$ cat config.mk
export PLATFORM = sky130hd
export DESIGN_NAME = rx_byte_ring_with_diagnostics
export DESIGN_NICKNAME = d
export VERILOG_FILES = /design/src/design/rbr_pkg.sv /design/src/design/rbr_ram.sv /design/src/design/rbr_ctrl.sv /design/src/design/rx_byte_ring_with_diagnostics.sv
export SDC_FILE = /design/constraint.sdc
export NUM_CORES = 2
export LEC_CHECK = 0
export BUFFER_PORTS_ARGS = -buffer_cell sky130_fd_sc_hd__buf_2
export CORE_ASPECT_RATIO = 0.75
export CORE_MARGIN = 2
export CORE_UTILIZATION = 50
export CTS_CLUSTER_SIZE = 10
export DETAILED_ROUTE_END_ITERATION = 7
export PLACE_DENSITY = 0.66
export SYNTH_ARGS = -nofsm -noshare
export SYNTH_HDL_FRONTEND = slang
export SYNTH_SLANG_ARGS = --single-unit
$ cat constraint.sdc
create_clock -name clk -period 5.8 [get_ports clk]
set_input_delay 1.74 -clock clk [delete_from_list [all_inputs] [get_ports clk]]
set_output_delay 1.74 -clock clk [all_outputs]
set_load 0.01 [all_outputs]
$ cat src/design/rbr_pkg.sv
// shared constants, codes and types for the receive byte ring
package rbr_pkg;

  localparam int RING_DEPTH = 256;
  localparam int IDX_W      = (RING_DEPTH > 1) ? $clog2(RING_DEPTH) : 1;
  localparam int LVL_W      = IDX_W + 1;
  localparam int AVAIL_MAX  = 255;
  localparam int FULL_LEVEL = (RING_DEPTH - 1 > AVAIL_MAX) ? AVAIL_MAX : RING_DEPTH - 1;

  localparam logic [IDX_W-1:0] LAST_IDX = IDX_W'(RING_DEPTH - 1);

  typedef enum logic [1:0] {
    CMD_PUSH  = 2'd0,
    CMD_POP   = 2'd1,
    CMD_ERROR = 2'd2,
    CMD_QUERY = 2'd3
  } cmd_t;

  typedef enum logic [1:0] {
    STATUS_OK      = 2'd0,
    STATUS_EMPTY   = 2'd1,
    STATUS_DROPPED = 2'd2
  } status_t;

  typedef struct packed {
    logic             we;
    logic [IDX_W-1:0] waddr;
    logic [7:0]       wdata;
    logic             re;
    logic [IDX_W-1:0] raddr;
  } ram_req_t;

  typedef struct packed {
    logic       done;
    status_t    status;
    logic       pop_ok;
    logic [7:0] available;
  } result_t;

endpackage

$ cat src/design/rbr_ram.sv
// generic single-write, single-read ram with registered read data
module rbr_ram #(
  parameter int WIDTH = 8,
  parameter int DEPTH = 256
) (
  input  logic                                     clk,
  input  logic                                     we,
  input  logic [((DEPTH > 1) ? $clog2(DEPTH) : 1)-1:0] waddr,
  input  logic [WIDTH-1:0]                         wdata,
  input  logic                                     re,
  input  logic [((DEPTH > 1) ? $clog2(DEPTH) : 1)-1:0] raddr,
  output logic [WIDTH-1:0]                         rdata
);

  logic [WIDTH-1:0] mem [DEPTH];

  always_ff @(posedge clk) begin
    if (we) begin
      mem[waddr] <= wdata;
    end
    if (re) begin
      rdata <= mem[raddr];
    end
  end

endmodule

$ cat src/design/rbr_ctrl.sv
// ring pointers, diagnostic counters and the result register
module rbr_ctrl import rbr_pkg::*; (
  input  logic        clk,
  input  logic        rst,
  input  logic        accept,
  input  logic [1:0]  command,
  input  logic [7:0]  rx_byte,
  input  logic [31:0] error_code,
  output ram_req_t    ram_req,
  output result_t     result,
  output logic [31:0] received_count,
  output logic [31:0] overflow_count,
  output logic [31:0] error_count,
  output logic [31:0] latched_error,
  output logic [7:0]  newest_byte
);

  logic [IDX_W-1:0] wr_idx, wr_idx_next;
  logic [IDX_W-1:0] rd_idx, rd_idx_next;
  logic [IDX_W-1:0] wr_inc, rd_inc;
  logic             full, empty;
  logic             done;
  status_t          status, status_next;
  logic             pop_ok, pop_ok_next;
  logic             push_ok, drop, err_evt;
  logic [LVL_W-1:0] level;
  cmd_t             cmd;

  assign cmd    = cmd_t'(command);
  assign wr_inc = (wr_idx == LAST_IDX) ? '0 : wr_idx + 1'b1;
  assign rd_inc = (rd_idx == LAST_IDX) ? '0 : rd_idx + 1'b1;
  assign full   = (wr_inc == rd_idx);
  assign empty  = (rd_idx == wr_idx);

  always_comb begin
    push_ok     = 1'b0;
    drop        = 1'b0;
    err_evt     = 1'b0;
    pop_ok_next = 1'b0;
    status_next = STATUS_OK;
    case (cmd)
      CMD_PUSH: begin
        push_ok = ~full;
        drop    = full;
        if (full) begin
          status_next = STATUS_DROPPED;
        end
      end
      CMD_POP: begin
        pop_ok_next = ~empty;
        if (empty) begin
          status_next = STATUS_EMPTY;
        end
      end
      CMD_ERROR: begin
        err_evt = 1'b1;
      end
      default: begin
      end
    endcase
  end

  assign wr_idx_next = (accept && push_ok) ? wr_inc : wr_idx;
  assign rd_idx_next = (accept && pop_ok_next) ? rd_inc : rd_idx;

  assign ram_req.we    = accept && push_ok;
  assign ram_req.waddr = wr_idx;
  assign ram_req.wdata = rx_byte;
  assign ram_req.re    = accept && pop_ok_next;
  assign ram_req.raddr = rd_idx;

  always_ff @(posedge clk) begin
    if (rst) begin
      wr_idx         <= '0;
      rd_idx         <= '0;
      done           <= 1'b0;
      received_count <= '0;
      overflow_count <= '0;
      error_count    <= '0;
      latched_error  <= '0;
      newest_byte    <= '0;
    end else begin
      wr_idx <= wr_idx_next;
      rd_idx <= rd_idx_next;
      done   <= accept;
      if (accept && cmd == CMD_PUSH) begin
        received_count <= received_count + 32'd1;
        newest_byte    <= rx_byte;
      end
      if (accept && drop) begin
        overflow_count <= overflow_count + 32'd1;
      end
      if (accept && err_evt) begin
        error_count   <= error_count + 32'd1;
        latched_error <= error_code;
      end
    end
  end

  always_ff @(posedge clk) begin
    if (accept) begin
      status <= status_next;
      pop_ok <= pop_ok_next;
    end
  end

  // fill level from the pointers as they stand after the step
  assign level = (wr_idx >= rd_idx) ? (LVL_W'(wr_idx) - LVL_W'(rd_idx))
                                    : (LVL_W'(RING_DEPTH) - LVL_W'(rd_idx) + LVL_W'(wr_idx));

  assign result.done      = done;
  assign result.status    = status;
  assign result.pop_ok    = pop_ok;
  assign result.available = (32'(level) > 32'(AVAIL_MAX)) ? 8'(AVAIL_MAX) : 8'(level);

endmodule

$ cat src/design/rx_byte_ring_with_diagnostics.sv
// receive byte ring with diagnostic counters, top level
// A command word is taken on any cycle with start high while busy is low; busy is
// high only during reset, so the block takes one word per clock. Each word gives
// exactly one result, shown with done for one cycle, in the cycle after the word was
// taken; the result carries the popped byte, the fill level and all counters as they
// stand after that word. Results cannot be held off, so the receiver must take each
// one in the cycle that done is high. The ring keeps one slot free, so it holds up
// to 255 bytes; a push into a full ring is dropped and counted. The popped byte
// comes from the ring memory's registered read port.
module rx_byte_ring_with_diagnostics import rbr_pkg::*; (
  input  logic        clk,
  input  logic        rst,
  input  logic        start,
  output logic        busy,
  input  logic [1:0]  command,
  input  logic [7:0]  rx_byte,
  input  logic [31:0] error_code,
  output logic        done,
  output logic [1:0]  status,
  output logic [7:0]  read_byte,
  output logic [7:0]  available,
  output logic [31:0] received_count,
  output logic [31:0] overflow_count,
  output logic [31:0] error_count,
  output logic [31:0] latched_error,
  output logic [7:0]  newest_byte
);

  ram_req_t   ram_req;
  result_t    result;
  logic [7:0] ram_q;
  logic       accept;

  assign busy   = rst;
  assign accept = start && !busy;

  rbr_ctrl u_ctrl (
    .clk            (clk),
    .rst            (rst),
    .accept         (accept),
    .command        (command),
    .rx_byte        (rx_byte),
    .error_code     (error_code),
    .ram_req        (ram_req),
    .result         (result),
    .received_count (received_count),
    .overflow_count (overflow_count),
    .error_count    (error_count),
    .latched_error  (latched_error),
    .newest_byte    (newest_byte)
  );

  rbr_ram #(
    .WIDTH (8),
    .DEPTH (RING_DEPTH)
  ) u_ram (
    .clk   (clk),
    .we    (ram_req.we),
    .waddr (ram_req.waddr),
    .wdata (ram_req.wdata),
    .re    (ram_req.re),
    .raddr (ram_req.raddr),
    .rdata (ram_q)
  );

  assign done      = result.done;
  assign status    = result.status;
  assign read_byte = result.pop_ok ? ram_q : 8'd0;
  assign available = result.available;

endmodule

* Yosys cells after proc, flatten, opt, wreduce, memory -nomap -nowiden *
Memories as Yosys holds them, arrays and structs flattened. A register that Yosys moved wholly into a read port is not among the register bits.
Index checks and enable logic that the tools add are counted.

storage, ports and cells
  register bits = 156
  memory bits (writable) = 2048
  memories = 1

operators by class
  add/subtract/negate cells = 8
  $lt $le $gt $ge = 2
  eq/ne operators = 6
  muxes and demuxes = 14
  bitwise gates (word level) = 2
  reductions and logical operators = 8

memories
  name       depth  width  read ports  clocked after Yosys merged registers in  write ports  RTL line       RTL
  u_ram.mem  256    8      1           1                                        1            rbr_ram.sv:15  logic [WIDTH-1:0] mem [DEPTH];

operators by type and width
  operator                                                               count
  32-bit by 1-bit adder with 32-bit output (second input constant)       3
  8-bit two-way mux                                                      4
  8-bit by 1-bit adder with 8-bit output (second input constant)         2
  8-bit == test                                                          2
  8-bit == test (second input constant)                                  2
  9-bit by 8-bit adder with 9-bit output                                 1
  9-bit by 8-bit > comparator with 1-bit output (second input constant)  1
  9-bit two-way mux                                                      1
  8-bit by 8-bit subtractor with 9-bit output                            1
  9-bit by 8-bit subtractor with 9-bit output (first input constant)     1
  8-bit greater-or-equal comparator                                      1
  1-bit two-way mux                                                      7
  1-bit logical AND                                                      6
  2-bit case mux with 2 select lines                                     1
  2-bit by 1-bit == test with 1-bit output (second input constant)       1
  2-bit == test (second input constant)                                  1
  2-bit zero test                                                        1
  2-bit two-way mux                                                      1
  1-bit inverter                                                         2
  1-bit zero test                                                        1

* Longest topological paths before layout *
  depth after elaboration = 8
  gate-level depth with buffers = 13
  mapped depth without buffers = 12

* Hierarchy *
Synthesis repeated with hierarchy kept, for this count alone.

second synthesis, totals
  cells, all modules = 4621
  area, all modules = 86863.3 um2

by module, submodules not included
  module                         instances  cells an instance  area each (um2)  sequential area each (um2)
  rbr_ram                        1          3733               79636.4          61739.2
  rbr_ctrl                       1          878                7163.1           3153.0
  rx_byte_ring_with_diagnostics  1          10                 63.8             0.0

* Least setup slack after synthesis *
No wires, ideal clock.

  kind = register to output
  from = reg u_ctrl.rd_idx[2]
  to = out available[3]
  arrival time = 2845 ps
  data required time = 4060 ps
  setup slack = 1215 ps
  stages on the path, launching flop included = 13
  buffers on the path = 2
  path through = dfxtp_1 > inv_1 > clkbuf_1 > buf_1 > ha_1 > nand2_1 > nand2_1 > a21oi_1 > o21bai_1 > a21oi_1 > and3b_1 > o2111ai_1 > o21ai_0

on the way
  cells in the longest elaborated chain, start to end = 5
  elaborated cells between the ends (all ways) = 7
  those cells by class = add/sub: 3; order compare: 2; mux: 2

RTL lines
  item                                           RTL line                             RTL
  start: declaration                             rbr_ctrl.sv:19                       logic [IDX_W-1:0] rd_idx, rd_idx_next;
  start signal: assignment                       rbr_ctrl.sv:84                       rd_idx <= rd_idx_next;
  9-bit by 8-bit subtractor with 9-bit output    rbr_ctrl.sv:109                      : (LVL_W'(RING_DEPTH) - LVL_W'(rd_idx) + LVL_W'(wr_idx));
  9-bit by 8-bit adder with 9-bit output         rbr_ctrl.sv:109
  9-bit two-way mux (*)                          rbr_ctrl.sv:108                      assign level = (wr_idx >= rd_idx) ? (LVL_W'(wr_idx) - LVL_W'(rd_idx))
  9-bit by 8-bit > comparator with 1-bit output  rbr_ctrl.sv:114                      assign result.available = (32'(level) > 32'(AVAIL_MAX)) ? 8'(AVAIL_MAX) : 8'(level);
  8-bit two-way mux (*)                          rbr_ctrl.sv:114
  end: declaration                               rx_byte_ring_with_diagnostics.sv:21  output logic [7:0] available,

Every way passes the cells marked *; elsewhere a longest branch is shown, timed or not.

* Worst setup path in the final report *
  from = reg u_ctrl.wr_idx[0]
  to = out available[3]

on the way
  cells in the longest elaborated chain, start to end = 4
  elaborated cells between the ends (all ways) = 6
  those cells by class = add/sub: 2; order compare: 2; mux: 2

RTL lines
  item                                                            RTL line         RTL
  start: declaration                                              rbr_ctrl.sv:18   logic [IDX_W-1:0] wr_idx, wr_idx_next;
  start signal: assignment                                        rbr_ctrl.sv:83   wr_idx <= wr_idx_next;
  9-bit by 8-bit adder with 9-bit output (tied with other cells)  rbr_ctrl.sv:109
  9-bit two-way mux (*)                                           rbr_ctrl.sv:108
  9-bit by 8-bit > comparator with 1-bit output                   rbr_ctrl.sv:114
  8-bit two-way mux (*)                                           rbr_ctrl.sv:114

Marks and branches as above.

==> out/results.ini <==
[min_path]
hp-class=reg2reg
min_path_cells=2
hold_end=u_ctrl.latched_error[18]
hold_start=u_ctrl.latched_error[18]

[die]
die-area_um2=177000
io_pins=201
core_um2=173000
die_h_um=365
start_util_pct=50.3
chipWidth_um=485
floorplan.rows=132

[worst_setup_path]
startpoint_type=flip-flop
reg2reg_slack_ps=1170
r2r-start=u_ctrl.wr_idx[1]
critPathMaxFanout=9
crit_family=compound AO/OA/AOI/OAI gates
crit_required_ps=4060
crit_path_end_kind=primary output
cp_data_arrival_time_ps=3780
crit_buf_inv=3
crit_chain=inv_1 > ha_1 > inv_1 > fa_1 > nand2_1 > nand2_1 > a21oi_1 > o21bai_1 > a21oi_1 > and3b_1 > o2111ai_2 > o21ai_0 > buf_2
slowest_stage=fa_1
path_class=reg2out
r2r-end=u_ram.mem[218][1]
cpPeakStageDelay_ps=400
ff2ff_path_depth=11

[timing]
fmaxAchievable_mhz=181
finalWorstSetupSlack_ps=285
post-route-period-util_pct=95.1
hold_viol_final=0
hold_ws_ps=472
rsz0062_at_grt=no
finalSetupViolCount=0
drv_slew=0
worst_pin_slew_ps=1280
slew_headroom_pct=14.7
tns_ps=0
fin_worst_skew_ps=27.1
timing.final.crit_period_ps=5520

[yosys]
yosys_register_bits=2212
ys_seq_area_share_pct=74.7
yosysUniqueCellTypes=81
syn_avg_cell_area_um2=18.4
synthCells=4708
synth_compound_area_share_pct=4.02
synth_edf_count=2059
yosysWarnings=0
syn_nets=4770
synthArstFlopShare_pct=0
synth_ff_type=edfxtp_1
synth-adder-area-share_pct=0.254
synth_area_um2=86800
synth_top_family_by_area=multiplexers
synth_simple_gate_area_share_pct=5.13
synth_xor_area_share_pct=0.948
synthMuxAreaShare_pct=13.4

[power_and_ir_drop]
pwr-share-comb_pct=1.4
power.total_uw=31200
power_density_nw_per_um2=319
p_sw_uw=6200
seq_power_share_pct=56.0
p_int_uw=25000
power.leakage_uw=0.0303
pwr-share-clk_pct=42.7
vdd_drop_max_v=0.000269
swShare_pct=19.9

[clocking]
ctsRootBufferMaster=clkbuf_16
clkSinkCount=2212
clk_latency_ps=870
htree_levels=4
cts_setup_buffers=0
clk_path_buf_depth=3
numCtsBuffers=239
cts_tree=done
cts.clk_slew.worst_paths_ps=60

[outcome]
status=completed

[place]
gp_congestion=0.921
place_hpwl_um=147000
io_buffers=200
dp_slack_ps=1010
dp_cells=7128

[global_route]
grt_pass1_wl_um=343000
gr-usage-all-layers_pct=27.1
grt_max_degree=146
grt_pass1_vias=46200
grt_overflow_total=0
antenna_found_initial=9

[run]
drv_cap=0

[layout]
drive_gt1_share_pct=22.4
layout.nets=5153
fillers=12800
regArea_um2=64900
multi_input_area_um2=20700
final_cells=7436
area_delta_synth_final_pct=12.7

[routing]
route.detailed.drc=0
dr.pass1.iters=6
ant_nets=0
via_count=48200
first_iter_violations=7361
viasPerCell=6.48
wl_um=241000
drt-wirelength-per-cell_um=32.4

==> sequential cells by signal (all words and copies together), names as in the netlist <==
| signal | flops |
|---|---|
| u_ctrl.pop_ok | 1 |
| u_ctrl.rd_idx | 8 |
| u_ctrl.latched_error | 32 |
| u_ctrl.received_count | 32 |
| u_ctrl.newest_byte | 8 |
| u_ram.rdata | 8 |
| u_ram.mem | 2048 |
| u_ctrl.error_count | 32 |
| u_ctrl.wr_idx | 8 |
| u_ctrl.done | 1 |
| u_ctrl.overflow_count | 32 |
| u_ctrl.status | 2 |
==> worst min-delay path, delay by kind of cell, from the launching register on <==
kind	cells	cell delay, ps
simple gates	1	60
compound gates	1	60
flops	1	310
==> cell type report <==
type / count / area share (%)
inverters: 17 / 0.0652
clock inverters: 11 / 0.157
clock buffers: 293 / 6.42
diodes: 4 / 0.0102
flip-flops and latches: 2212 / 66.3
repair buffers: 417 / 2.99
multi-input cells: 2204 / 21.1
well taps: 2278 / 2.91
==> worst max path at each step <==
| stage | cells past startpoint | slack (ps) | end | from |
|---|---|---|---|---|
| final | 13 | 280 | available[3] | u_ctrl.wr_idx[0] |
| after global placement | 13 | 1010 | available[3] | u_ctrl.wr_idx[0] |
| after detailed placement | 8 | 1010 | u_ram.mem[219][4] | rst |
| after CTS | 13 | 70 | available[3] | u_ctrl.wr_idx[0] |
| after global routing | 13 | 100 | available[3] | u_ctrl.wr_idx[0] |
| after floorplan | 12 | 1210 | available[3] | u_ctrl.rd_idx[2] |
==> cells in the mapped netlist (10+ instances only) <==
cell type / count / area, um^2
nor3_1: 36 / 180
o21ai_0: 99 / 495
xor2_1: 54 / 473
buf_4: 29 / 218
nand4_1: 37 / 231
a221oi_1: 59 / 517
a22o_1: 10 / 87.6
nand2b_1: 52 / 325
mux4_2: 422 / 9500
buf_1: 31 / 116
o221ai_1: 17 / 149
inv_1: 12 / 45.0
nor2_1: 413 / 1550
mux2i_1: 193 / 1930
xnor2_1: 40 / 350
mux2_2: 15 / 169
a211oi_1: 15 / 113
and3_1: 25 / 156
a21oi_1: 116 / 581
clkbuf_1: 120 / 450
buf_2: 91 / 455
o22ai_1: 37 / 231
nand3_1: 79 / 395
ha_1: 16 / 200
and2_1: 12 / 75.1
or3_1: 18 / 113
dfxtp_1: 153 / 3060
edfxtp_1: 2059 / 61800
nor2b_1: 17 / 106
a22oi_1: 85 / 638
a31oi_1: 15 / 93.8
nor4_1: 18 / 113
nand2_1: 193 / 724
==> cells by family (layout without fill, tap and decap cells) <==
kind of cell,after synthesis,after routing
other,0,4
xor gates and xnor gates,94,94
DFF,2212,2212
adders and majority gates,17,17
buffers and inverters,292,738
and+or+nand+nor,941,941
muxes,630,630
AOI/OAI and AO/OA,522,522
==> power groups by stage <==
stage	Clock (uW)	Sequential, uW	Combinational [uW]
after global placement	0	17800	424
final	13300	17400	429
after CTS	13400	17400	430
after floorplan	0	17800	84.3
after global routing	14100	17400	459
after detailed placement	0	17800	433
==> per-layer routing <==
metal  vias up  wire (um)  global-route usage, %
met2      3094     104000                   38.1
met3       396      30900                   8.20
met4         8       6520                   8.09
met5         -         59                      0
li1      19700          -                      -
met1     25000      99500                   40.7
==> layout by cell type, fill, tap and decap left out, types with 8 or more instances in the layout <==
cell type,netlist,layout
and2_1,12,11
or3_1,18,18
a21oi_1,116,116
nand2b_1,52,52
clkbuf_16,0,244
clkbuf_8,0,8
nor4_1,18,17
buf_4,29,200
o221ai_1,17,17
mux2_2,15,15
and3_1,25,25
nand3_1,79,77
inv_1,12,11
a22oi_1,85,85
mux4_2,422,422
ha_1,16,16
nor3_1,36,36
buf_2,91,191
nor2b_1,17,14
a221oi_1,59,59
a22o_1,10,10
o22ai_1,37,37
buf_12,0,18
nor2_1,413,409
a31oi_1,15,15
o21ai_0,99,99
mux2i_1,193,193
a211oi_1,15,15
edfxtp_1,2059,2059
dfxtp_1,153,146
xor2_1,54,54
nand2_1,193,193
clkbuf_1,120,49
xnor2_1,40,40
and4_1,8,8
nand4_1,37,37
==> through the flow <==
stage	instance area, um^2	utilization (%)
after global routing	97900	56.7
final	97900	56.7
after global placement	91400	53.0
after detailed placement	91400	53.0
after floorplan	86800	-
after CTS	97900	56.7
==> what timing repair did <==
| item | in CTS | in global routing |
|---|---|---|
| endpoints found under the hold margin | 0 | 0 |
| hold buffers | 0 | 0 |
| setup endpoints to repair | 0 | 4 |
| gates resized for setup | 0 | 1 |
Note: power is estimated with default switching activity, not from simulation.
